$ cat src/rwt_pkg.sv
package rwt_pkg;

  localparam int SCREEN_HEIGHT = 512;
  localparam int HALF_SCREEN   = SCREEN_HEIGHT / 2;
  localparam int TILE          = 64;
  localparam int TILE_W        = $clog2(TILE);

  localparam int COL_W   = 12;
  localparam int ROW_W   = 9;
  localparam int DIST_W  = 24;
  localparam int ANG_W   = 12;
  localparam int COORD_W = 16;
  localparam int PD_W    = 12;
  localparam logic [PD_W-1:0] PD_RESET = PD_W'(554);

  localparam int QUARTER  = 2 ** (ANG_W - 2);
  localparam int T_W      = ANG_W - 1;
  localparam int SEG_W    = 5;
  localparam int IDX_W    = T_W - SEG_W;
  localparam int COS_FRAC = 16;
  localparam int COS_W    = COS_FRAC + 1;
  localparam int DIFF_W   = 12;
  localparam int CORR_W   = DIFF_W + SEG_W + 1;

  localparam int PROD_W   = DIST_W + COS_W;
  localparam int LEN_W    = 24;
  localparam int LEN_FRAC = 8;

  localparam int NUM_W      = PD_W + TILE_W + LEN_FRAC;
  localparam int H_W        = NUM_W;
  localparam int HDIV_STEPS = H_W;
  localparam int TN_W       = H_W + 1;
  localparam int TEX_W      = TILE_W;
  localparam int TDIV_STEPS = TEX_W;

  typedef enum logic [1:0] {
    FACE_NORTH = 2'd0,
    FACE_SOUTH = 2'd1,
    FACE_EAST  = 2'd2,
    FACE_WEST  = 2'd3
  } face_t;

  typedef struct packed {
    logic [COL_W-1:0]  column;
    logic [ROW_W-1:0]  row;
    face_t             face;
    logic [TEX_W-1:0]  tex_x;
  } pix_t;

  typedef struct packed {
    logic [COL_W-1:0]  column;
    logic [ROW_W-1:0]  row;
    logic              in_wall;
    face_t             face;
    logic [TEX_W-1:0]  tex_x;
    logic [TEX_W-1:0]  tex_y;
  } res_t;

  function automatic logic [COS_W-1:0] cos_tab(input logic [IDX_W-1:0] idx);
    logic [COS_W-1:0] v;
    case (idx)
      6'd0:  v = 17'd65536;
      6'd1:  v = 17'd65457;
      6'd2:  v = 17'd65220;
      6'd3:  v = 17'd64827;
      6'd4:  v = 17'd64277;
      6'd5:  v = 17'd63572;
      6'd6:  v = 17'd62714;
      6'd7:  v = 17'd61705;
      6'd8:  v = 17'd60547;
      6'd9:  v = 17'd59244;
      6'd10: v = 17'd57798;
      6'd11: v = 17'd56212;
      6'd12: v = 17'd54491;
      6'd13: v = 17'd52639;
      6'd14: v = 17'd50660;
      6'd15: v = 17'd48559;
      6'd16: v = 17'd46341;
      6'd17: v = 17'd44011;
      6'd18: v = 17'd41576;
      6'd19: v = 17'd39040;
      6'd20: v = 17'd36410;
      6'd21: v = 17'd33692;
      6'd22: v = 17'd30893;
      6'd23: v = 17'd28020;
      6'd24: v = 17'd25079;
      6'd25: v = 17'd22078;
      6'd26: v = 17'd19024;
      6'd27: v = 17'd15924;
      6'd28: v = 17'd12785;
      6'd29: v = 17'd9616;
      6'd30: v = 17'd6424;
      6'd31: v = 17'd3216;
      default: v = '0;
    endcase
    return v;
  endfunction

endpackage

$ cat src/rwt_texel.sv
module rwt_texel import rwt_pkg::*; (
  input  logic            clk,
  input  logic            rst_n,
  input  logic            en,
  input  logic            in_valid,
  input  logic [H_W-1:0]  h,
  input  pix_t            pix_in,
  output logic            out_valid,
  output res_t            res
);

  logic [H_W-1:0]   half;
  logic [H_W-1:0]   row_ext;
  logic [H_W-1:0]   lo_sum;
  logic [H_W-1:0]   hi_sum;
  logic             in_wall_nxt;
  logic [TN_W-1:0]  num_nxt;

  logic             sp_v_r;
  logic [H_W-1:0]   sp_h_r;
  logic [TN_W-1:0]  sp_num_r;
  logic             sp_in_wall_r;
  pix_t             sp_pix_r;

  logic [TN_W-1:0]   rem_in   [TDIV_STEPS];
  logic [H_W-1:0]    h_in     [TDIV_STEPS];
  logic [TEX_W-1:0]  quo_in   [TDIV_STEPS];
  logic              wall_in  [TDIV_STEPS];
  logic              v_in     [TDIV_STEPS];
  pix_t              pix_sin  [TDIV_STEPS];
  logic              ge       [TDIV_STEPS];
  logic [TN_W-1:0]   sub      [TDIV_STEPS];

  logic [TN_W-1:0]   rem_r    [TDIV_STEPS];
  logic [H_W-1:0]    h_r      [TDIV_STEPS];
  logic [TEX_W-1:0]  quo_r    [TDIV_STEPS];
  logic              wall_r   [TDIV_STEPS];
  logic              v_r      [TDIV_STEPS];
  pix_t              pix_r    [TDIV_STEPS];

  // strip span test, clamped to the screen
  always_comb begin
    half        = {1'b0, h[H_W-1:1]};
    row_ext     = H_W'(pix_in.row);
    lo_sum      = row_ext + half;
    hi_sum      = H_W'(HALF_SCREEN) + half;
    in_wall_nxt = (lo_sum >= H_W'(HALF_SCREEN)) && (row_ext < hi_sum) &&
                  (row_ext < H_W'(SCREEN_HEIGHT));
    num_nxt     = in_wall_nxt ? ({lo_sum, 1'b0} - TN_W'(SCREEN_HEIGHT)) : '0;
  end

  // texel row: num * TILE / (2 h), num below 2 h inside the strip
  always_comb begin
    rem_in[0]  = sp_num_r;
    h_in[0]    = sp_h_r;
    quo_in[0]  = '0;
    wall_in[0] = sp_in_wall_r;
    v_in[0]    = sp_v_r;
    pix_sin[0] = sp_pix_r;
    for (int k = 1; k < TDIV_STEPS; k++) begin
      rem_in[k]  = rem_r[k-1];
      h_in[k]    = h_r[k-1];
      quo_in[k]  = quo_r[k-1];
      wall_in[k] = wall_r[k-1];
      v_in[k]    = v_r[k-1];
      pix_sin[k] = pix_r[k-1];
    end
    for (int k = 0; k < TDIV_STEPS; k++) begin
      ge[k]  = wall_in[k] && (rem_in[k] >= TN_W'(h_in[k]));
      sub[k] = ge[k] ? (rem_in[k] - TN_W'(h_in[k])) : rem_in[k];
    end
  end

  always_ff @(posedge clk) begin
    if (!rst_n) begin
      sp_v_r <= 1'b0;
      for (int k = 0; k < TDIV_STEPS; k++) v_r[k] <= 1'b0;
    end else if (en) begin
      sp_v_r <= in_valid;
      for (int k = 0; k < TDIV_STEPS; k++) v_r[k] <= v_in[k];
    end
  end

  always_ff @(posedge clk) begin
    if (en) begin
      sp_h_r       <= h;
      sp_num_r     <= num_nxt;
      sp_in_wall_r <= in_wall_nxt;
      sp_pix_r     <= pix_in;
      for (int k = 0; k < TDIV_STEPS; k++) begin
        rem_r[k]  <= {sub[k][TN_W-2:0], 1'b0};
        h_r[k]    <= h_in[k];
        quo_r[k]  <= {quo_in[k][TEX_W-2:0], ge[k]};
        wall_r[k] <= wall_in[k];
        pix_r[k]  <= pix_sin[k];
      end
    end
  end

  always_comb begin
    res.column  = pix_r[TDIV_STEPS-1].column;
    res.row     = pix_r[TDIV_STEPS-1].row;
    res.in_wall = wall_r[TDIV_STEPS-1];
    res.face    = pix_r[TDIV_STEPS-1].face;
    res.tex_x   = pix_r[TDIV_STEPS-1].tex_x;
    res.tex_y   = quo_r[TDIV_STEPS-1];
  end

  assign out_valid = v_r[TDIV_STEPS-1];

endmodule

$ cat config.mk
export PLATFORM = sky130hd
export DESIGN_NAME = rwt_texel
export DESIGN_NICKNAME = d
export VERILOG_FILES = /design/src/rwt_pkg.sv /design/src/rwt_texel.sv
export SDC_FILE = /design/constraint.sdc
export NUM_CORES = 1
export LEC_CHECK = 0
export CAP_MARGIN = 20
export CORE_MARGIN = 2
export CORE_UTILIZATION = 28
export CTS_CLUSTER_SIZE = 12
export DETAILED_ROUTE_END_ITERATION = 10
export DONT_BUFFER_PORTS = 1
export PLACE_DENSITY = 0.42
export SYNTH_ARGS = -nofsm -noshare
export SYNTH_HDL_FRONTEND = slang
export SYNTH_SLANG_ARGS = --single-unit
$ cat constraint.sdc
create_clock -name clk -period 7.9 [get_ports clk]
set_input_delay 0.79 -clock clk [delete_from_list [all_inputs] [get_ports clk]]
set_output_delay 0.79 -clock clk [all_outputs]
set_load 0.05 [all_outputs]
After elaboration in Yosys (flattened, before gate mapping) --
Memory sizes are Yosys's and may differ from the RTL's. Index checks and enable logic that the tools add are counted.
Operators by class: magnitude comparators 8, $mul 0, reduce and logical (&&, ||, !) cells 7, equality and inequality tests 0, $add $sub $neg 9, divide/modulo/power cells 0, bitwise logic cells 6, shift operators 0, mux-type cells 17
Operators by type and width (number):
- $ge 27x26->1 | 6
- $mux 26 | 6
- $sub 26x26->26 | 6
- $sub 27x10->27 const B | 1
- $add 9x25->26 | 1
- $add 9x25->26 const A | 1
- $ge 26x9->1 const B | 1
- $lt 9x26->1 | 1
- $mux 1 | 11
- $logic_and 1x1->1 | 7
- $or 1x1->1 | 6
Word-level totals: memory bits (writable) 534, word-level logic and storage cells 61, output and inout port bits 37, bits in read-only memories 0, flip-flop bits (word level) 84, latch bits 0, memories 6
Memory list:
- pix_r | words 6, bits a word 29, read ports 6, clocked after memory_dff 0, write ports 6, line rwt_texel.sv:39 | pix_t pix_r [TDIV_STEPS];
- h_r | words 6, bits a word 26, read ports 5, clocked after memory_dff 0, write ports 6, line rwt_texel.sv:35 | logic [H_W-1:0] h_r [TDIV_STEPS];
- rem_r | words 6, bits a word 26, read ports 5, clocked after memory_dff 0, write ports 6, line rwt_texel.sv:34 | logic [TN_W-1:0] rem_r [TDIV_STEPS];
- quo_r | words 6, bits a word 6, read ports 6, clocked after memory_dff 0, write ports 6, line rwt_texel.sv:36 | logic [TEX_W-1:0] quo_r [TDIV_STEPS];
- v_r | words 6, bits a word 1, read ports 6, clocked after memory_dff 0, write ports 6, line rwt_texel.sv:38 | logic v_r [TDIV_STEPS];
- wall_r | words 6, bits a word 1, read ports 6, clocked after memory_dff 0, write ports 6, line rwt_texel.sv:37 | logic wall_r [TDIV_STEPS];

Depth between registers and ports, before layout --
depth after elaboration 4, gate-level depth with buffers 17, mapped depth without buffers 15

Least setup slack after synthesis --
OpenSTA, ideal clock, no wires.
path kind input to register, from in h[1], to reg sp_num_r[4] (data pin), stages on the path 17, arrival 3.705 ns, slack 3.937 ns, buffers on the path 2, setup time 0.259 ns, cells stage by stage ha_1 -> inv_1 -> fa_1 -> o21bai_2 -> a211oi_1 -> o21ai_0 -> and3_1 -> nor2_1 -> inv_1 -> ha_1 -> o311ai_1 -> nor4b_4 -> and4_1 -> a21o_1 -> buf_6 -> buf_8 -> nor2_2
On the way: word-level cells in the longest chain between the ends 3, elaborated cells between the ends (all ways) 6, those cells by class 3 x add/sub; 2 x order compare; 1 x reduce/logical
Ends and longest elaborated chain:
- from (decl) | line rwt_texel.sv:6 | input logic [H_W-1:0] h,
- $add 9x25->26 (on tied branches) | line rwt_texel.sv:45, rwt_texel.sv:46
- $ge 26x9->1 / $lt 9x26->1 (equally long branches) | line rwt_texel.sv:47 | in_wall_nxt = (lo_sum >= H_W'(HALF_SCREEN)) && (row_ext < hi_sum) &&
- $logic_and 1x1->1 | line rwt_texel.sv:47
- to (signal assigned) | line rwt_texel.sv:87 | sp_num_r <= num_nxt;
- to (decl) | line rwt_texel.sv:21 | logic [TN_W-1:0] sp_num_r;
Parallel ways exist; a longest one is shown, timed or not. A chain may end at the register's enable or synchronous reset.

Final worst setup path --
from in h[1], to reg sp_num_r[23] (data pin)
The elaborated chain is that of the path after synthesis.

==> summary.log <==
INFO  detailed_routing avgViaCountPerCell=4.621
INFO  global_routing track_usage=11.36%
INFO  cts            clock_tree.buffer_depth=3
INFO  finish         final_design_area_no_fill=31,250squm
INFO  logic_synthesis async_sr_flop_fraction=0%
INFO  global_routing globalRoute.busiestLayer=met2
INFO  detailed_routing wl_per_cell=16.25microns
INFO  detailed_routing drc=0
INFO  cts            cts_tree=built
INFO  logic_synthesis combinational_family_with_the_most_area_after_synthesis=compound AO/OA/AOI/OAI gates
INFO  finish         final_core_util=31.89%
INFO  finish         synthToLayoutAreaGrowth=13.48%
INFO  setup_path     critPathKind=primary input to flop
INFO  logic_synthesis synth_cell_type_count=89
INFO  timing         setup_ws=3.389ns
INFO  cts            post_cts_resize_count=0
INFO  floorplanning  core_region_area=97,990squm
INFO  global_routing grt_max_degree=552
INFO  timing         final-max-slew-violation-count=0
INFO  timing         final.min_clock_period=4.511ns
INFO  setup_path     crit_path_start_kind=primary input
INFO  floorplanning  fp.dieW=317.6microns
INFO  logic_synthesis synth_area=27,530squm
INFO  setup_path     end_kind=flop
INFO  power_and_ir_drop sequentialPowerShare=44.2%
INFO  setup_path     r2r_setup_slack=3.89ns
INFO  logic_synthesis synthDominantCellAreaShare=59.33%
INFO  logic_synthesis post-synth-top-count-cell=sky130_fd_sc_hd__edfxtp_1
INFO  floorplanning  ioPinCount=96
INFO  cts            cts.clk_slew.worst_paths=0.05ns
INFO  logic_synthesis syn_nets=2,449
INFO  cts            postCtsHoldBufs=0
INFO  timing         maxSlewHeadroom=19.53%
INFO  finish         diodes=0
INFO  power_and_ir_drop power.leakage=0.01198uW
INFO  global_routing grt_pass1_wl=91,980microns
INFO  logic_synthesis yosys.area_share.xor_xnor=3.976%
INFO  logic_synthesis number_of_warnings_issued_by_yosys=0
INFO  logic_synthesis synth_area_leaders=sky130_fd_sc_hd__edfxtp_1 (59%), sky130_fd_sc_hd__ha_1 (8.0%), sky130_fd_sc_hd__inv_1 (2.9%)
INFO  power_and_ir_drop power.share.combinational=21.0%
INFO  cts            ctsHtreeMaxLevel=3
INFO  cts            cts.sinks=550
INFO  setup_path     max_stage_delay=0.78ns
INFO  logic_synthesis ys_seq_elements=550
INFO  placement      portBuffers=0
INFO  global_routing grt_antenna_before_repair=0
INFO  logic_synthesis synth_edf_count=544
INFO  timing         finalSetupViolCount=0
INFO  placement      dpl_cell_area=29,010squm
INFO  timing         setup_total_negative_slack=0ns
INFO  logic_synthesis synth-adder-area-share=8.389%
INFO  logic_synthesis cell_type_with_the_largest_total_area_after_synthesis=sky130_fd_sc_hd__edfxtp_1
INFO  floorplanning  overall_die_height=317.6microns
INFO  timing         grt_setup_unrepaired=false
INFO  global_routing via_count_of_the_first_global_routing_pass=16,820
INFO  power_and_ir_drop design_power_total=8606uW
INFO  global_routing globalRouteMet3Util=2.382%
INFO  timing         maxClockFrequency=221.7MHz
INFO  logic_synthesis yosys.area_share.simple=9.747%
INFO  logic_synthesis synthesis.area_per_instance=12.46squm
INFO  setup_path     critical_path.cell_chain=ha_1 -> inv_1 -> fa_1 -> o21bai_2 -> a2111oi_4 -> o31ai_1 -> nand2_1 -> xor2_1 -> nor4b_4 -> and4_1 -> a21o_1 -> o21ba_1
INFO  cts            post_cts.repair.setup_buffers=0
INFO  timing         timing_worst_slew_pin_value=1.207ns
INFO  setup_path     critical_path.startpoint=h[1]
INFO  detailed_routing antenna_violating_nets_post_route=0
INFO  logic_synthesis synthTopCellsByCount=sky130_fd_sc_hd__edfxtp_1 (544), sky130_fd_sc_hd__inv_1 (211), sky130_fd_sc_hd__ha_1 (175), sky130_fd_sc_hd__a21oi_1 (154), sky130_fd_sc_hd__nand2_1 (125)
INFO  timing         report.final.hold_viol_count=0
INFO  global_routing global_route.usage.met1=13.81%
INFO  setup_path     r2r_cells=10
INFO  cts            cts.root.buffer_cell=sky130_fd_sc_hd__clkbuf_16
INFO  power_and_ir_drop swShare=28.42%
INFO  cts            clock_latency=0.61ns
INFO  logic_synthesis syn_inst=2,209
INFO  placement      post-dp-hpwl=41,130microns
INFO  min_path       hold_class=primary input to flop
INFO  floorplanning  die-area=100,900squm
INFO  setup_path     arrival=4.85ns
INFO  floorplanning  placementRows=115
INFO  logic_synthesis synth_sequential_area_ratio=59.77%
INFO  floorplanning  start_util=28.10%
INFO  setup_path     r2r-end=rem_r[4][4]
INFO  logic_synthesis synth_compound_gate_area_share=11.85%
INFO  detailed_routing dr_total_vias=16,570
INFO  timing         fin_worst_skew=0.02860ns
INFO  placement      placement.setup.worst_slack=2.715ns
INFO  cts            numCtsBuffers=69
INFO  global_routing gr-usage-met2=19.27%
INFO  finish         final_net_count=2,489
INFO  logic_synthesis multiplexer_fraction_of_the_synthesized_cell_area=2.595%
INFO  timing         final.period_utilization=57.10%
INFO  setup_path     crit_end=sp_num_r[23]
INFO  global_routing grt_remaining_overflow=0
INFO  setup_path     crit_slowest_cell=sky130_fd_sc_hd__a21o_1
INFO  detailed_routing totalWireLength=58,260microns
INFO  power_and_ir_drop powerDensity=275.4nW/um^2
INFO  power_and_ir_drop power.net_switching=2445uW
INFO  setup_path     timing.critical_path.required=8.24ns
INFO  setup_path     worstPathMaxFanout=26
INFO  detailed_routing drt_first_iter_violations=914
INFO  detailed_routing detailedRoute.firstPassIterationCount=5
INFO  power_and_ir_drop pint=6160uW
INFO  power_and_ir_drop clock_power_share=34.8%
INFO  setup_path     worstReg2RegStart=rem_r[3][4]
INFO  logic_synthesis commonest_register_cell_after_synthesis=sky130_fd_sc_hd__edfxtp_1
INFO  placement      gp_congestion=0.8612
INFO  flow_run       max_cap_violations=0
INFO  finish         drive_gt1_share=8.877%
INFO  power_and_ir_drop vdd_drop_max=179.4uV
INFO  outcome        result_of_the_run=finished, final reports clean
## stage by stage
step	instances	hold slack, ns
final	3585	0.2822
after floorplan	2209	0.4003
after CTS	3582	0.2260
after global routing	3585	0.2287
after global placement	3462	0.4002
after detailed placement	3462	0.4045
## power groups by stage
stage,clock [uW],sequential [uW],combinational [uW]
final,2990,3800,1810
after global routing,3230,3840,2030
after CTS,3120,3810,1760
after detailed placement,0,3860,1740
after global placement,0,3860,1710
after floorplan,0,3780,1390
## placed cells by master, fill, tap and decap left out, drive strengths merged, types with 30 or more instances in the layout
master	count
inv	214
nand2	125
xor2	50
clkbuf	87
edfxtp	544
mux2	51
nor2b	35
nor2	133
nor3	30
xnor2	75
ha	175
a21oi	154
o21ai	125
nand3	52
a21o	65
## critical path: cells and delay by family
kind	cells	cell delay, ns
compound gates	5	1.98
simple gates	3	1.01
fa+ha+maj	2	0.64
xor+xnor	1	0.33
buf+inv	1	0.09
## layout make-up
| class | count | area (sq um) |
|---|---|---|
| inverter | 212 | 795.8 |
| fill | 9663 | 66740 |
| multi-input combinational | 1407 | 10100 |
| timing repair buffer | 9 | 127.6 |
| sequential | 550 | 16460 |
| clock inverter | 33 | 274.0 |
| tap | 1287 | 1610 |
| clock buffer | 87 | 1878 |
## worst min path at each step
| stage | from | endpoint | cells past startpoint |
|---|---|---|---|
| 2_1_floorplan | pix_sin[145] | pix_r[0][0] | 0 |
| 3_3_place_gp | pix_r[2][21] | pix_r[3][21] | 0 |
| 3_5_place_dp | pix_sin[162] | pix_r[0][17] | 0 |
| 4_1_cts | pix_in[4] | pix_sin[149] | 0 |
| 5_1_grt | pix_in[4] | pix_sin[149] | 0 |
| 6_report | pix_in[4] | pix_sin[149] | 0 |
## cells by family (layout without fill, tap and decap cells)
| group | after synthesis | count (layout) |
|---|---|---|
| flip-flops | 550 | 550 |
| AND/OR/NAND/NOR | 525 | 525 |
| AO/OA/AOI/OAI | 511 | 511 |
| buffers and inverters | 252 | 341 |
| adder cells (fa/ha/maj) | 181 | 181 |
| XOR/XNOR | 125 | 125 |
| multiplexers | 65 | 65 |
## per-layer routing
| metal | up-vias | share of wire [%] | wire length [microns] |
|---|---|---|---|
| met2 | 350 | 48 | 28070 |
| met1 | 7826 | 44 | 25630 |
| li1 | 8258 | - | - |
| met5 | - | 0 | 0 |
| met4 | 0 | 4.1 | 2401 |
| met3 | 134 | 3.7 | 2164 |
## registers in the layout (all words and copies together) (netlist names)
register	count
wall_r	6
sp_h_r	26
quo_r	21
rem_r	130
sp_num_r	26
pix_r	174
pix_sin	29
v_r	6
sp_in_wall_r	1
h_r	130
sp_v_r	1
(Power assumes the default switching activity.)
