**config.mk**
```make
export PLATFORM = sky130hd
export DESIGN_NAME = rwt_skid
export DESIGN_NICKNAME = d
export VERILOG_FILES = /design/src/rwt_pkg.sv /design/src/rwt_skid.sv
export SDC_FILE = /design/constraint.sdc
export NUM_CORES = 1
export LEC_CHECK = 0
export BUFFER_PORTS_ARGS = -buffer_cell sky130_fd_sc_hd__buf_2
export CAP_MARGIN = 20
export CORE_MARGIN = 2
export CORE_UTILIZATION = 49
export CTS_CLUSTER_SIZE = 30
export DETAILED_ROUTE_END_ITERATION = 7
export GPL_TIMING_DRIVEN = 0
export MAX_ROUTING_LAYER = met4
export PLACE_DENSITY_LB_ADDON = 0.1
export SYNTH_ARGS = -nofsm -noshare
export SYNTH_HDL_FRONTEND = slang
export SYNTH_SLANG_ARGS = --single-unit
```
**constraint.sdc**
```tcl
create_clock -name clk -period 6.7 [get_ports clk]
set_input_delay 0.67 -clock clk [delete_from_list [all_inputs] [get_ports clk]]
set_output_delay 0.67 -clock clk [all_outputs]
set_load 0.02 [all_outputs]
```
**src/rwt_pkg.sv**
```systemverilog
package rwt_pkg;

  localparam int SCREEN_HEIGHT = 512;
  localparam int HALF_SCREEN   = SCREEN_HEIGHT / 2;
  localparam int TILE          = 64;
  localparam int TILE_W        = $clog2(TILE);

  localparam int COL_W   = 12;
  localparam int ROW_W   = 9;
  localparam int DIST_W  = 24;
  localparam int ANG_W   = 12;
  localparam int COORD_W = 16;
  localparam int PD_W    = 12;
  localparam logic [PD_W-1:0] PD_RESET = PD_W'(554);

  localparam int QUARTER  = 2 ** (ANG_W - 2);
  localparam int T_W      = ANG_W - 1;
  localparam int SEG_W    = 5;
  localparam int IDX_W    = T_W - SEG_W;
  localparam int COS_FRAC = 16;
  localparam int COS_W    = COS_FRAC + 1;
  localparam int DIFF_W   = 12;
  localparam int CORR_W   = DIFF_W + SEG_W + 1;

  localparam int PROD_W   = DIST_W + COS_W;
  localparam int LEN_W    = 24;
  localparam int LEN_FRAC = 8;

  localparam int NUM_W      = PD_W + TILE_W + LEN_FRAC;
  localparam int H_W        = NUM_W;
  localparam int HDIV_STEPS = H_W;
  localparam int TN_W       = H_W + 1;
  localparam int TEX_W      = TILE_W;
  localparam int TDIV_STEPS = TEX_W;

  typedef enum logic [1:0] {
    FACE_NORTH = 2'd0,
    FACE_SOUTH = 2'd1,
    FACE_EAST  = 2'd2,
    FACE_WEST  = 2'd3
  } face_t;

  typedef struct packed {
    logic [COL_W-1:0]  column;
    logic [ROW_W-1:0]  row;
    face_t             face;
    logic [TEX_W-1:0]  tex_x;
  } pix_t;

  typedef struct packed {
    logic [COL_W-1:0]  column;
    logic [ROW_W-1:0]  row;
    logic              in_wall;
    face_t             face;
    logic [TEX_W-1:0]  tex_x;
    logic [TEX_W-1:0]  tex_y;
  } res_t;

  function automatic logic [COS_W-1:0] cos_tab(input logic [IDX_W-1:0] idx);
    logic [COS_W-1:0] v;
    case (idx)
      6'd0:  v = 17'd65536;
      6'd1:  v = 17'd65457;
      6'd2:  v = 17'd65220;
      6'd3:  v = 17'd64827;
      6'd4:  v = 17'd64277;
      6'd5:  v = 17'd63572;
      6'd6:  v = 17'd62714;
      6'd7:  v = 17'd61705;
      6'd8:  v = 17'd60547;
      6'd9:  v = 17'd59244;
      6'd10: v = 17'd57798;
      6'd11: v = 17'd56212;
      6'd12: v = 17'd54491;
      6'd13: v = 17'd52639;
      6'd14: v = 17'd50660;
      6'd15: v = 17'd48559;
      6'd16: v = 17'd46341;
      6'd17: v = 17'd44011;
      6'd18: v = 17'd41576;
      6'd19: v = 17'd39040;
      6'd20: v = 17'd36410;
      6'd21: v = 17'd33692;
      6'd22: v = 17'd30893;
      6'd23: v = 17'd28020;
      6'd24: v = 17'd25079;
      6'd25: v = 17'd22078;
      6'd26: v = 17'd19024;
      6'd27: v = 17'd15924;
      6'd28: v = 17'd12785;
      6'd29: v = 17'd9616;
      6'd30: v = 17'd6424;
      6'd31: v = 17'd3216;
      default: v = '0;
    endcase
    return v;
  endfunction

endpackage

```
**src/rwt_skid.sv**
```systemverilog
module rwt_skid import rwt_pkg::*; (
  input  logic  clk,
  input  logic  rst_n,
  input  logic  in_valid,
  output logic  in_ready,
  input  res_t  in_data,
  output logic  out_valid,
  input  logic  out_ready,
  output res_t  out_data
);

  logic  main_v_r;
  logic  spare_v_r;
  res_t  main_r;
  res_t  spare_r;
  logic  load;

  assign load     = out_ready || !main_v_r;
  assign in_ready = !spare_v_r;

  always_ff @(posedge clk) begin
    if (!rst_n) begin
      main_v_r  <= 1'b0;
      spare_v_r <= 1'b0;
    end else if (load) begin
      main_v_r  <= spare_v_r || in_valid;
      spare_v_r <= 1'b0;
    end else if (in_valid && !spare_v_r) begin
      spare_v_r <= 1'b1;
    end
  end

  always_ff @(posedge clk) begin
    if (load) begin
      main_r <= spare_v_r ? spare_r : in_data;
    end else if (in_valid && !spare_v_r) begin
      spare_r <= in_data;
    end
  end

  assign out_valid = main_v_r;
  assign out_data  = main_r;

endmodule

```
== Yosys cells after proc, flatten, opt, wreduce, memory -nomap -nowiden ==
Index checks and enable logic that the tools add are counted.

* Mux-type cells: 1
* Bitwise operators: 2
* Reductions and logical operators: 7

{| class="wikitable"
|+ Operator list
! cell !! count
|-
| $mux 36 || 1
|-
| $logic_not 1->1 || 2
|-
| $logic_or 1x1->1 || 2
|-
| $not 1->1 || 2
|-
| $reduce_and 2->1 || 1
|-
| $reduce_or 2->1 || 1
|-
| $logic_and 1x1->1 || 1
|}

* Register bits: 74
* Input bits: 40
* Output and inout bits: 38
* Logic and storage cells: 24

== Depth between registers and ports, before layout ==
Gate-level depths: netlist (run 1).

* Depth after elaboration: 4
* Gate-level depth with buffers: 4
* Depth with buffers taken out: 2

== Least setup slack after synthesis (run 1) ==
Ideal clock, no wire load.

* Path type: input port to flip-flop
* Start point: input out_ready
* End point: register spare_r[0] (netlist name), enable pin
* Library setup time: 0.481 ns
* Data arrival time: 4.372 ns
* Data required time: 6.219 ns
* Slack: 1.847 ns
* Stages on the path: 2
* Path buffers: 0
* Cell sequence: nand2b_1 nor3b_1

* Cells in the longest elaborated chain, start to end: 3

{| class="wikitable"
|+ Ends and longest elaborated chain
! what !! line !! text
|-
| start, declared || rwt_skid.sv:8 || <nowiki>input logic out_ready,</nowiki>
|-
| $logic_or 1x1->1 || rwt_skid.sv:18 || <nowiki>assign load = out_ready || !main_v_r;</nowiki>
|-
| $not 1->1 (no source line) || - ||
|-
| $reduce_and 2->1 (no source line) || - ||
|-
| end signal, assigned || rwt_skid.sv:37 || <nowiki>spare_r <= in_data;</nowiki>
|-
| end, declared || rwt_skid.sv:15 || <nowiki>res_t spare_r;</nowiki>
|}

No other way between the ends.
A chain may end at the register's enable or synchronous reset.

== Worst setup path after layout (run 1) ==
* Start point: input out_ready
* End point: register spare_r[21] (netlist name), enable pin

* Cells in the longest elaborated chain, start to end: 3

{| class="wikitable"
|+ Ends and longest elaborated chain
! what !! line !! text
|-
| $logic_or 1x1->1 || rwt_skid.sv:18 ||
|-
| named net load || rwt_skid.sv:16 || <nowiki>logic load;</nowiki>
|-
| $not 1->1 (no source line) || - ||
|-
| $reduce_and 2->1 (no source line) || - ||
|}

The timed path passes the listed nets, and every way through them passes these cells.

==> impl_results.rst, run 1 <==
.. list-table::
   :header-rows: 1

   * - Metric
     - Value
   * - Number of placement rows
     - 27
   * - Count of buffers inserted at the top-level ports
     - 77
   * - Max-capacitance violation count
     - 0
   * - Hold_sp
     - in_data[25]
   * - Synthesized cell area
     - roughly 2700 µm²
   * - Ys flop type
     - edfxtp_1
   * - Utilization after layout
     - about 63%
   * - Detailed placement HPWL
     - between 3000 and 4000 µm
   * - Status
     - finished clean
   * - Detail-routed net length per standard cell
     - approximately 16 µm
   * - Total via count after detailed routing
     - 1410
   * - Hold Fails Final Rpt
     - 0
   * - Post-synthesis to final-layout area growth
     - 26.9%
   * - Drt via density
     - between 4 and 5
   * - Final net count
     - roughly 250
   * - Post-route ant nets
     - 0
   * - Required time at the worst-slack endpoint
     - between 6 and 7 ns
   * - Vias in the first global route
     - between 1000 and 1500
   * - Count of hold-fix buffers inserted at cts
     - 0
   * - Slowest stage cell on the critical path
     - nor3b_2
   * - Filler instances
     - ~400
   * - Critical path launch point type
     - primary input
   * - Unique masters post-synth
     - 13
   * - Max Transition Viols Final
     - 0
   * - Floorplan die height
     - just under 80 µm
   * - Antenna violations before repair
     - 0
   * - CTS tree
     - yes
   * - Post CTS Setup Buffer Count
     - 0
   * - Total routed wirelength
     - between 4000 and 5000 µm
   * - Fraction of final layout cells sized beyond drive strength 1
     - approximately 62%
   * - Element type at the critical path end
     - flop
   * - Ranking of synthesized cells by instance count
     - 72 x edfxtp_1, 29 x mux2_2, 7 x mux2_4
   * - I/O pin count
     - 78
   * - Violation count after the first detailed-route iteration
     - 107
   * - Slew headroom
     - between 50 and 60%
   * - Final period util
     - between 30% and 40%
   * - Biggest area contributors in the synthesized netlist
     - edfxtp_1 80%, mux2_2 12%, mux2_4 3.9%
   * - Endpoint arrival time on the critical path
     - ~2.2 ns
   * - Power density over the cells
     - 272 nW/µm²
   * - First element of the critical path
     - out_ready
   * - DRC violation count after routing
     - 0
   * - Fraction of synthesis flops using an asynchronous set or reset pin
     - 0%
   * - Combinational family with the most area after synthesis
     - multiplexers
   * - Leakage power
     - 1.33 nW
   * - Fraction of synthesized cell area taken by the top area cell type
     - between 70% and 80%
   * - Maximum fanout along the worst path
     - 17
   * - Post_cts resized
     - 0
   * - Time the final worst path needs with I/O delays and setup
     - around 2.2 ns
   * - Max Clk Rate
     - 459 MHz
   * - Wire length of the first global-routing pass
     - ~6800 µm
   * - Number of buffers created by CTS
     - 9
   * - Min-delay worst type
     - in2reg
   * - Buffer type at the clock tree root
     - clkbuf_8
   * - Post-synthesis average cell area
     - roughly 23 µm²
   * - Full die area
     - 6140 µm²
   * - Maximum ir drop on the vdd rail
     - ~150 µV
   * - Critical path type
     - in2reg
   * - Worst Skew
     - roughly 0.004 ns
   * - Area of the core region
     - 5440 µm²
   * - Unrepaired setup endpoints after global routing
     - false
   * - H-tree levels
     - 3
   * - Overall global routing resource usage
     - about 16%
   * - Mux share of post-synthesis cell area
     - between 15 and 20%
   * - Clock transition at the register clock pins on the worst setup and hold paths after CTS
     - about 0.07 ns
   * - Highest cell delay on the worst timing path
     - 0.65 ns
   * - Sum Neg Setup Slack
     - 0 ns
   * - Placer congestion estimate
     - between 0.6 and 0.7
   * - Final non-filler cell total
     - between 200 and 300
   * - Antenna cell count
     - 0
   * - Gate Count Post-Synth
     - 120
   * - Maximum root-to-sink buffer count
     - 2
   * - Number of detailed-route iterations in the first pass
     - 4
   * - Clock insertion delay at the later pin of the skew report
     - between 0.3 and 0.4 ns
   * - Number of register bits inferred by synthesis
     - 74
   * - Post-Synthesis Net Count
     - 160
   * - R2r worst-path depth
     - 4
   * - Post-synth EDFFs
     - between 70 and 80
   * - Most frequent cell after synthesis
     - edfxtp_1
   * - Final setup violation count
     - 0
   * - Clock net sink count
     - 74
   * - Post-placement cell count
     - between 200 and 300
   * - Critical path cell sequence
     - buf_2 -> nand2b_2 -> nor3b_2 -> buf_6 -> buf_8
   * - Leftover overflow at the end of global routing
     - 0
   * - Synth Warn #
     - 0
   * - Compound-cell area share of the yosys netlist
     - less than 1%
   * - Origin of the critical flop-to-flop path
     - out_valid$_SDFFE_PN0P_
   * - Post-synthesis sequential area ratio
     - approximately four fifths
   * - Starting density of the core
     - roughly 50%
   * - Largest area contributor in the netlist
     - edfxtp_1
   * - Synthesized-area fraction occupied by xor and xnor cells
     - 0%
   * - Worst Max-Slew Pin Slew
     - slightly above 0.6 ns
   * - Area share of fa/ha/maj cells after synthesis
     - 0%
   * - Cell depth of the worst hold path
     - 1
   * - Fraction of the mapped netlist area in simple logic gates
     - ~1.1%
   * - Width of the die
     - 78.4 µm
   * - Largest net degree at the start of global routing
     - 24
## layer usage
metal  share of wire, %  wire length, µm  GRT usage (%)  vias to the layer above
met5                  0                0              -                        -
met4                3.5              157           11.1                        0
met3                6.0              269           4.02                       13
met2                 52             2360           25.3                       51
met1                 38             1710           18.1                      687
li1                   -                -              -                      659
## cells in the final DEF, fill, tap and decap left out, drive strengths merged
master / count
buf: 85
edfxtp: 72
mux2: 36
clkbuf: 12
clkinv: 3
nor3b: 2
dfxtp: 2
nand2b: 1
inv: 1
nor2: 1
a21boi: 1
bufinv: 1
## registers in the layout, summed over array words and instances, names as in the netlist
name / flops
out_data: 36
out_valid: 1
spare_r: 36
spare_v_r: 1
## path summary, 6_finish.rpt
| check | endpoint | slack [ns] |
|---|---|---|
| worst max register to register | spare_r[21]$_DFFE_PP_ | 4.72 |
| worst max-delay path | spare_r[21]$_DFFE_PP_ | 4.52 |
| worst min-delay path | spare_r[25]$_DFFE_PP_ | 0.52 |
| worst min register to register | out_data[0]$_DFFE_PP_ | 0.55 |
## final cells by class
cell class	instances	area [µm²]	area share, %
Inverter	1	3.75	0.109
Clock buffer	12	135	3.93
Buffer	4	36.3	1.05
Tap cell	72	90.1	2.62
Sequential cell	74	2200	64.0
Clock inverter	4	42.5	1.24
Multi-Input combinational cell	41	477	13.9
Timing Repair Buffer	81	454	13.2
## logic make-up (layout without fill, tap and decap cells)
family	count (synthesis)	count (layout)
AND/OR/NAND/NOR	4	4
AO/OA/AOI/OAI	1	1
flip-flops	74	74
multiplexers	36	36
buffers and inverters	5	102
## critical path: cells and delay by family
| family | cells | cell delay [ns] |
|---|---|---|
| AND/OR/NAND/NOR | 2 | 1.06 |
| buffers and inverters | 3 | 0.49 |
## report_power, final
part / switching, mW / leakage, nW / internal, mW
logic: 0.0475 / 0.525 / 0.0360
clock network: 0.145 / 0.0894 / 0.169
registers: 0.00557 / 0.717 / 0.534
total: 0.199 / 1.33 / 0.739
## stage by stage
stage | cell area [µm²] | setup WS [ns] | hold WS, ns | power (mW)
after floorplan | 2710 | 1.85 | 0.523 | 0.596
after global placement | 3190 | 0.324 | 0.532 | 0.627
after detailed placement | 3250 | 3.81 | 0.530 | 0.634
after CTS | 3430 | 4.15 | 0.510 | 0.946
after global routing | 3440 | 4.42 | 0.514 | 0.970
final | 3440 | 4.52 | 0.519 | 0.938
(Power assumes the default switching activity.)
==> inputs of run 2 (changes only) <==
clock period = 2.1 ns   (was 6.7 ns; I/O delays follow)
==> run 2 against run 1 <==
Against the previous run:
- cell area down 1.2%
- non-clock buffer count down 2
- die area unchanged
- global-route usage down 0.54 points
- sequential share of layout area up 0.86 points
- setup slack worse by 4.2 ns
==> impl_results.rst, run 2 (synthesized netlist as in run 1, its figures left out) <==
.. list-table::
   :header-rows: 1

   * - Metric
     - Value
   * - Status
     - finished clean
   * - Placer congestion estimate
     - about 0.66
   * - Placed instance area
     - between 3000 and 4000 µm²
   * - Commonest non-fill, non-tap cells in the layout
     - 79 x buf_2, 72 x edfxtp_1, 29 x mux2_2
   * - Post-route ant nets
     - 0
   * - Count of hold-fix buffers inserted at cts
     - 0
   * - Filler instances
     - between 400 and 500
   * - Register area
     - about 2200 µm²
   * - Maximum fanout along the worst path
     - 39
   * - Power dissipated by switching net loads
     - roughly 0.64 mW
   * - Max Transition Viols Final
     - 0
   * - Number of detailed-route iterations in the first pass
     - 4
   * - Area of the core region
     - approximately 5400 µm²
   * - H-tree levels
     - 3
   * - Share of total power in combinational logic
     - under 10%
   * - Drt via density
     - 4.70
   * - Floorplan die height
     - 78.4 µm
   * - Post-Layout Inst Area
     - about 3400 µm²
   * - I/O pin count
     - 78
   * - Worst Max-Slew Pin Slew
     - 0.578 ns
   * - Portion of total power attributed to the clock network
     - 31.2%
   * - Sequential Power Share
     - around three fifths
   * - Max-capacitance violation count
     - 0
   * - Overall global routing resource usage
     - ~16%
   * - Most common cell after layout, fill and taps aside
     - buf_2
   * - Largest net degree at the start of global routing
     - 40
   * - Width of the die
     - 78.4 µm
   * - Switching share of total power
     - between 20% and 30%
   * - Wire length of the first global-routing pass
     - 6800 µm
   * - Maximum ir drop on the vdd rail
     - between 400 and 500 µV
   * - Worst Skew
     - between 0.005 and 0.006 ns
   * - Clock insertion delay at the later pin of the skew report
     - 0.33 ns
   * - Full die area
     - about 6000 µm²
   * - Detail-routed net length per standard cell
     - 14.9 µm
   * - Clock net sink count
     - between 70 and 80
   * - Unrepaired setup endpoints after global routing
     - false
   * - Leakage power
     - 1.31 nW
   * - Min-delay worst type
     - in2reg
   * - Starting density of the core
     - 49.9%
   * - Critical path launch point type
     - flop
   * - CTS tree
     - yes
   * - Number of buffers created by CTS
     - 9
   * - Area taken by multi-input logic gates
     - around 490 µm²
   * - Max Clk Rate
     - 549 MHz
   * - Post CTS Setup Buffer Count
     - 0
   * - Final setup violation count
     - 0
   * - Power density over the cells
     - approximately 850 nW/µm²
   * - Leftover overflow at the end of global routing
     - 0
   * - Clock transition at the register clock pins on the worst setup and hold paths after CTS
     - 0.07 ns
   * - Count of buffers inserted at the top-level ports
     - between 70 and 80
   * - Final period util
     - ~87%
   * - Hold Fails Final Rpt
     - 0
   * - Antenna violations before repair
     - 0
   * - Total via count after detailed routing
     - ~1300
   * - Final net count
     - 250
   * - Post_cts resized
     - 0
   * - Worst slack at placement
     - 0.192 ns
   * - Internal portion of total power
     - between 2 and 2.5 mW
   * - Required time at the worst-slack endpoint
     - 2.14 ns
   * - Critical path type
     - reg2reg
   * - Worst Slack Setup Final
     - roughly 0.28 ns
   * - Element type at the critical path end
     - flop
   * - Utilization after layout
     - ~63%
   * - Violation count after the first detailed-route iteration
     - between 60 and 70
   * - Maximum root-to-sink buffer count
     - 2
   * - Post-synthesis to final-layout area growth
     - 25.4%
   * - Buffer type at the clock tree root
     - clkbuf_8
   * - Slew headroom
     - between 60% and 70%
   * - Total routed wirelength
     - 4270 µm
   * - DRC violation count after routing
     - 0
   * - Endpoint arrival time on the critical path
     - 1.86 ns
   * - Antenna cell count
     - 0
   * - Vias in the first global route
     - ~1400
   * - Time the final worst path needs with I/O delays and setup
     - 1.82 ns
   * - Number of placement rows
     - 27
   * - Fraction of final layout cells sized beyond drive strength 1
     - between 60% and 70%
   * - Detailed placement HPWL
     - about 3000 µm
## run 2: final timing paths
check | to | slack [ns] | cells after the start | startpoint
hold reg to reg | out_data[29]$_DFFE_PP_ | 0.55 | 1 | spare_r[29]$_DFFE_PP_
hold / removal | spare_r[30]$_DFFE_PP_ | 0.06 | 1 | in_data[30]
setup / recovery | spare_r[23]$_DFFE_PP_ | 0.28 | 3 | out_valid$_SDFFE_PN0P_
setup reg to reg | spare_r[23]$_DFFE_PP_ | 0.28 | 3 | out_valid$_SDFFE_PN0P_
## run 2: layout make-up
class	count	area share, %
clock buffers	10	3.75
flip-flops and latches	74	64.9
repair buffers	79	12.2
inverters	1	0.110
well taps	72	2.65
multi-input cells	41	14.3
clock inverters	6	0.993
plain buffers	4	1.07
## run 2: per-stage QoR
step / hold slack (ns) / instances / TNS (ns) / power [mW]
3_5_place_dp: 0.402 / 271 / 0 / 2.02
2_1_floorplan: 0.309 / 120 / 0 / 1.90
5_1_grt: 0.0566 / 287 / 0 / 2.97
3_3_place_gp: 0.400 / 269 / -17.02 / 2.00
4_1_cts: 0.0478 / 287 / 0 / 2.91
6_report: 0.0641 / 287 / 0 / 2.87
## run 2: worst max-delay path, cell delays in order, from the launching register on
cell and delay (ns):
dfxtp_4 0.36, nand2b_4 0.31, nor3b_4 0.62, buf_8 0.24
## run 2: power by group through the flow
stage / Clock [mW] / Sequential [mW] / Combinational, mW
after global routing: 0.968 / 1.73 / 0.279
after floorplan: 0 / 1.83 / 0.0740
final: 0.896 / 1.72 / 0.259
after global placement: 0 / 1.75 / 0.251
after CTS: 0.921 / 1.72 / 0.264
after detailed placement: 0 / 1.75 / 0.264
## run 2: routing by layer
metal / routed length [µm] / GRT usage [%]
met1: 1660 / 17.6
met2: 2290 / 25.8
met3: 232 / 3.45
met4: 91 / 8.42
met5: 0 / -
==> inputs of run 3 (changes only) <==
CORE_MARGIN = 5   (was 2)
==> run 3 against run 2 <==
Against the previous run:
- utilization increased by 0.99 points
- cell area increased by 1.6%
- global-route usage decreased by 1.8 points
- largest cell class unchanged
- routed wire length increased by 4.1%
- sequential power about the same
- flip-flop and latch count unchanged
- die area increased by 16%
- first-iteration DRC count increased by 19%
- setup slack improved by 0.23 ns
- non-clock buffer count increased by 2
- count of clock-buffer cells in the layout decreased by 1
==> impl_results.rst, run 3 (synthesized netlist as in run 1, its figures left out) <==
.. list-table::
   :header-rows: 1

   * - Metric
     - Value
   * - Most common cell after layout, fill and taps aside
     - buf_2
   * - Utilization after layout
     - 63.5%
   * - Final setup violation count
     - 0
   * - I/O pin count
     - 78
   * - Post-route ant nets
     - 0
   * - Critical path cell sequence
     - nand2b_4 -> nor3b_4 -> buf_8
   * - Maximum ir drop on the vdd rail
     - between 500 and 600 µV
   * - Clock transition at the register clock pins on the worst setup and hold paths after CTS
     - 0.07 ns
   * - Final Total Pwr
     - between 3 and 4 mW
   * - Time the final worst path needs with I/O delays and setup
     - about 1.6 ns
   * - Layer with the highest usage
     - met2
   * - H-tree levels
     - 3
   * - Final net count
     - about 250
   * - Total routed wirelength
     - 4450 µm
   * - Width of the die
     - roughly 84 µm
   * - Clock net sink count
     - 74
   * - Post-synthesis to final-layout area growth
     - 27.4%
   * - Fraction of final layout cells sized beyond drive strength 1
     - 63.6%
   * - Required time at the worst-slack endpoint
     - 2.12 ns
   * - Post_cts resized
     - 0
   * - Critical path launch point type
     - flop
   * - Status
     - finished clean
   * - WHS Endpoint
     - spare_r[2]$_DFFE_PP_
   * - Max Transition Viols Final
     - 0
   * - Detailed placement HPWL
     - about 3200 µm
   * - CP top delay family
     - simple AND/OR/NAND/NOR gates
   * - Placer congestion estimate
     - 0.766
   * - R2r worst-path depth
     - 3
   * - Violation count after the first detailed-route iteration
     - 76
   * - Wire length of the first global-routing pass
     - 7290 µm
   * - Min-delay worst type
     - in2reg
   * - Hold Fails Final Rpt
     - 0
   * - Critical path type
     - reg2reg
   * - Count of buffers inserted at the top-level ports
     - a little under 80
   * - Number of placement rows
     - 27
   * - Vias in the first global route
     - between 1500 and 2000
   * - Starting density of the core
     - 49.9%
   * - CTS tree
     - yes
   * - Overall global routing resource usage
     - between 10% and 20%
   * - Area of the core region
     - between 5000 and 6000 µm²
   * - Leftover overflow at the end of global routing
     - 0
   * - Power dissipated by switching net loads
     - about 0.64 mW
   * - Largest net degree at the start of global routing
     - 40
   * - Maximum root-to-sink buffer count
     - 2
   * - Share of total power in combinational logic
     - 8.4%
   * - Slack of the worst reg-to-reg path
     - around 0.51 ns
   * - Total via count after detailed routing
     - roughly 1400
   * - DRC violation count after routing
     - 0
   * - Switching share of total power
     - between 20% and 30%
   * - Global Route met1 Usage
     - 15.7%
   * - Antenna cell count
     - 0
   * - Worst Max-Slew Pin Slew
     - 0.547 ns
   * - FF-to-FF End
     - spare_r[21]$_DFFE_PP_
   * - Hold_sp
     - in_data[2]
   * - Post-placement cell count
     - 270
   * - Internal portion of total power
     - between 2 and 2.5 mW
   * - Origin of the critical flop-to-flop path
     - out_valid$_SDFFE_PN0P_
   * - Maximum fanout along the worst path
     - 39
   * - Slowest stage cell on the critical path
     - nor3b_4
   * - Sequential Power Share
     - 55.4%
   * - Number of detailed-route iterations in the first pass
     - 4
   * - Detail-routed net length per standard cell
     - roughly 15 µm
   * - Number of buffers created by CTS
     - 9
   * - Cell depth of the worst hold path
     - 1
   * - Final period util
     - around 76%
   * - Antenna violations before repair
     - 0
   * - Buffer type at the clock tree root
     - clkbuf_8
   * - Clock insertion delay at the later pin of the skew report
     - about 0.32 ns
   * - Endpoint arrival time on the critical path
     - around 1.6 ns
   * - Worst Skew
     - 0.00513 ns
   * - Portion of total power attributed to the clock network
     - 36.2%
   * - Highest cell delay on the worst timing path
     - approximately 0.38 ns
   * - Max Clk Rate
     - roughly 630 MHz
   * - Full die area
     - between 7000 and 8000 µm²
   * - Final non-filler cell total
     - 289
   * - Met2 routing resource usage after global routing
     - between 20% and 30%
   * - Floorplan die height
     - 84.4 µm
   * - Met3 track demand over resource
     - 4.32%
   * - Count of hold-fix buffers inserted at cts
     - 0
   * - Element type at the critical path end
     - flop
   * - Power density over the cells
     - around 900 nW/µm²
   * - Drt via density
     - roughly 4.8
   * - Leakage power
     - 1.34 nW
   * - Unrepaired setup endpoints after global routing
     - false
   * - Slew headroom
     - a little under two thirds
   * - Commonest non-fill, non-tap cells in the layout
     - 79 x buf_2, 72 x edfxtp_1, 29 x mux2_2
   * - Max-capacitance violation count
     - 0
   * - Buffers and inverters on the worst path
     - 1
==> run 3: layer usage <==
layer / part of all wire (%) / vias to the layer above
met5: 0 / -
met4: 1.3 / 0
met3: 7.2 / 6
met2: 51 / 48
met1: 40 / 665
li1: - / 660
==> run 3: area by class of cell <==
class                   instances  area [µm²]
well taps                      72        90.1
repair buffers                 81         423
fillers                       420        1980
clock inverters                 7        83.8
inverters                       1        3.75
multi-input cells              41         488
flip-flops and latches         74        2210
plain buffers                   4        36.3
clock buffers                   9         124
==> run 3: stage by stage <==
step	TNS (ns)	cell area (µm²)	worst slack, ns	hold slack (ns)
final	0	3450	0.509	0.0675
after floorplan	0	2730	0.00899	0.309
after global placement	-18.79	3210	-0.523	0.400
after CTS	0	3450	0.464	0.0501
after detailed placement	-1.87	3220	-0.0944	0.402
after global routing	0	3450	0.416	0.0412
==> run 3: worst register-to-register path: stages, from the launching register on <==
cell	delay, ns
dfxtp_4	0.36
nand2b_4	0.30
nor3b_4	0.39
buf_8	0.24
==> run 3: worst max path at each step <==
| stage | from | cells past startpoint | endpoint | slack, ns |
|---|---|---|---|---|
| final | out_valid$_SDFFE_PN0P_ | 3 | spare_r[21]$_DFFE_PP_ | 0.51 |
| after global routing | out_valid$_SDFFE_PN0P_ | 3 | spare_r[21]$_DFFE_PP_ | 0.42 |
| after detailed placement | out_ready | 4 | spare_r[7]$_DFFE_PP_ | -0.09 |
| after floorplan | out_valid$_SDFFE_PN0P_ | 2 | spare_r[0]$_DFFE_PP_ | 0.009 |
| after global placement | out_ready | 3 | spare_r[16]$_DFFE_PP_ | -0.52 |
| after CTS | out_valid$_SDFFE_PN0P_ | 3 | spare_r[21]$_DFFE_PP_ | 0.46 |
==> run 3: power by group through the flow <==
stage | Combinational, mW | Sequential (mW) | Clock [mW]
finish | 0.261 | 1.72 | 1.12
global route | 0.281 | 1.73 | 1.23
CTS | 0.267 | 1.72 | 1.15
detailed placement | 0.263 | 1.75 | 0
global placement | 0.254 | 1.75 | 0
floorplan | 0.0740 | 1.83 | 0
==> run 3: what timing repair did <==
item | 4_1_cts | 5_1_grt
setup buffers | 3 | 0
hold endpoints to repair | 0 | 0
setup endpoints to repair | 20 | 0
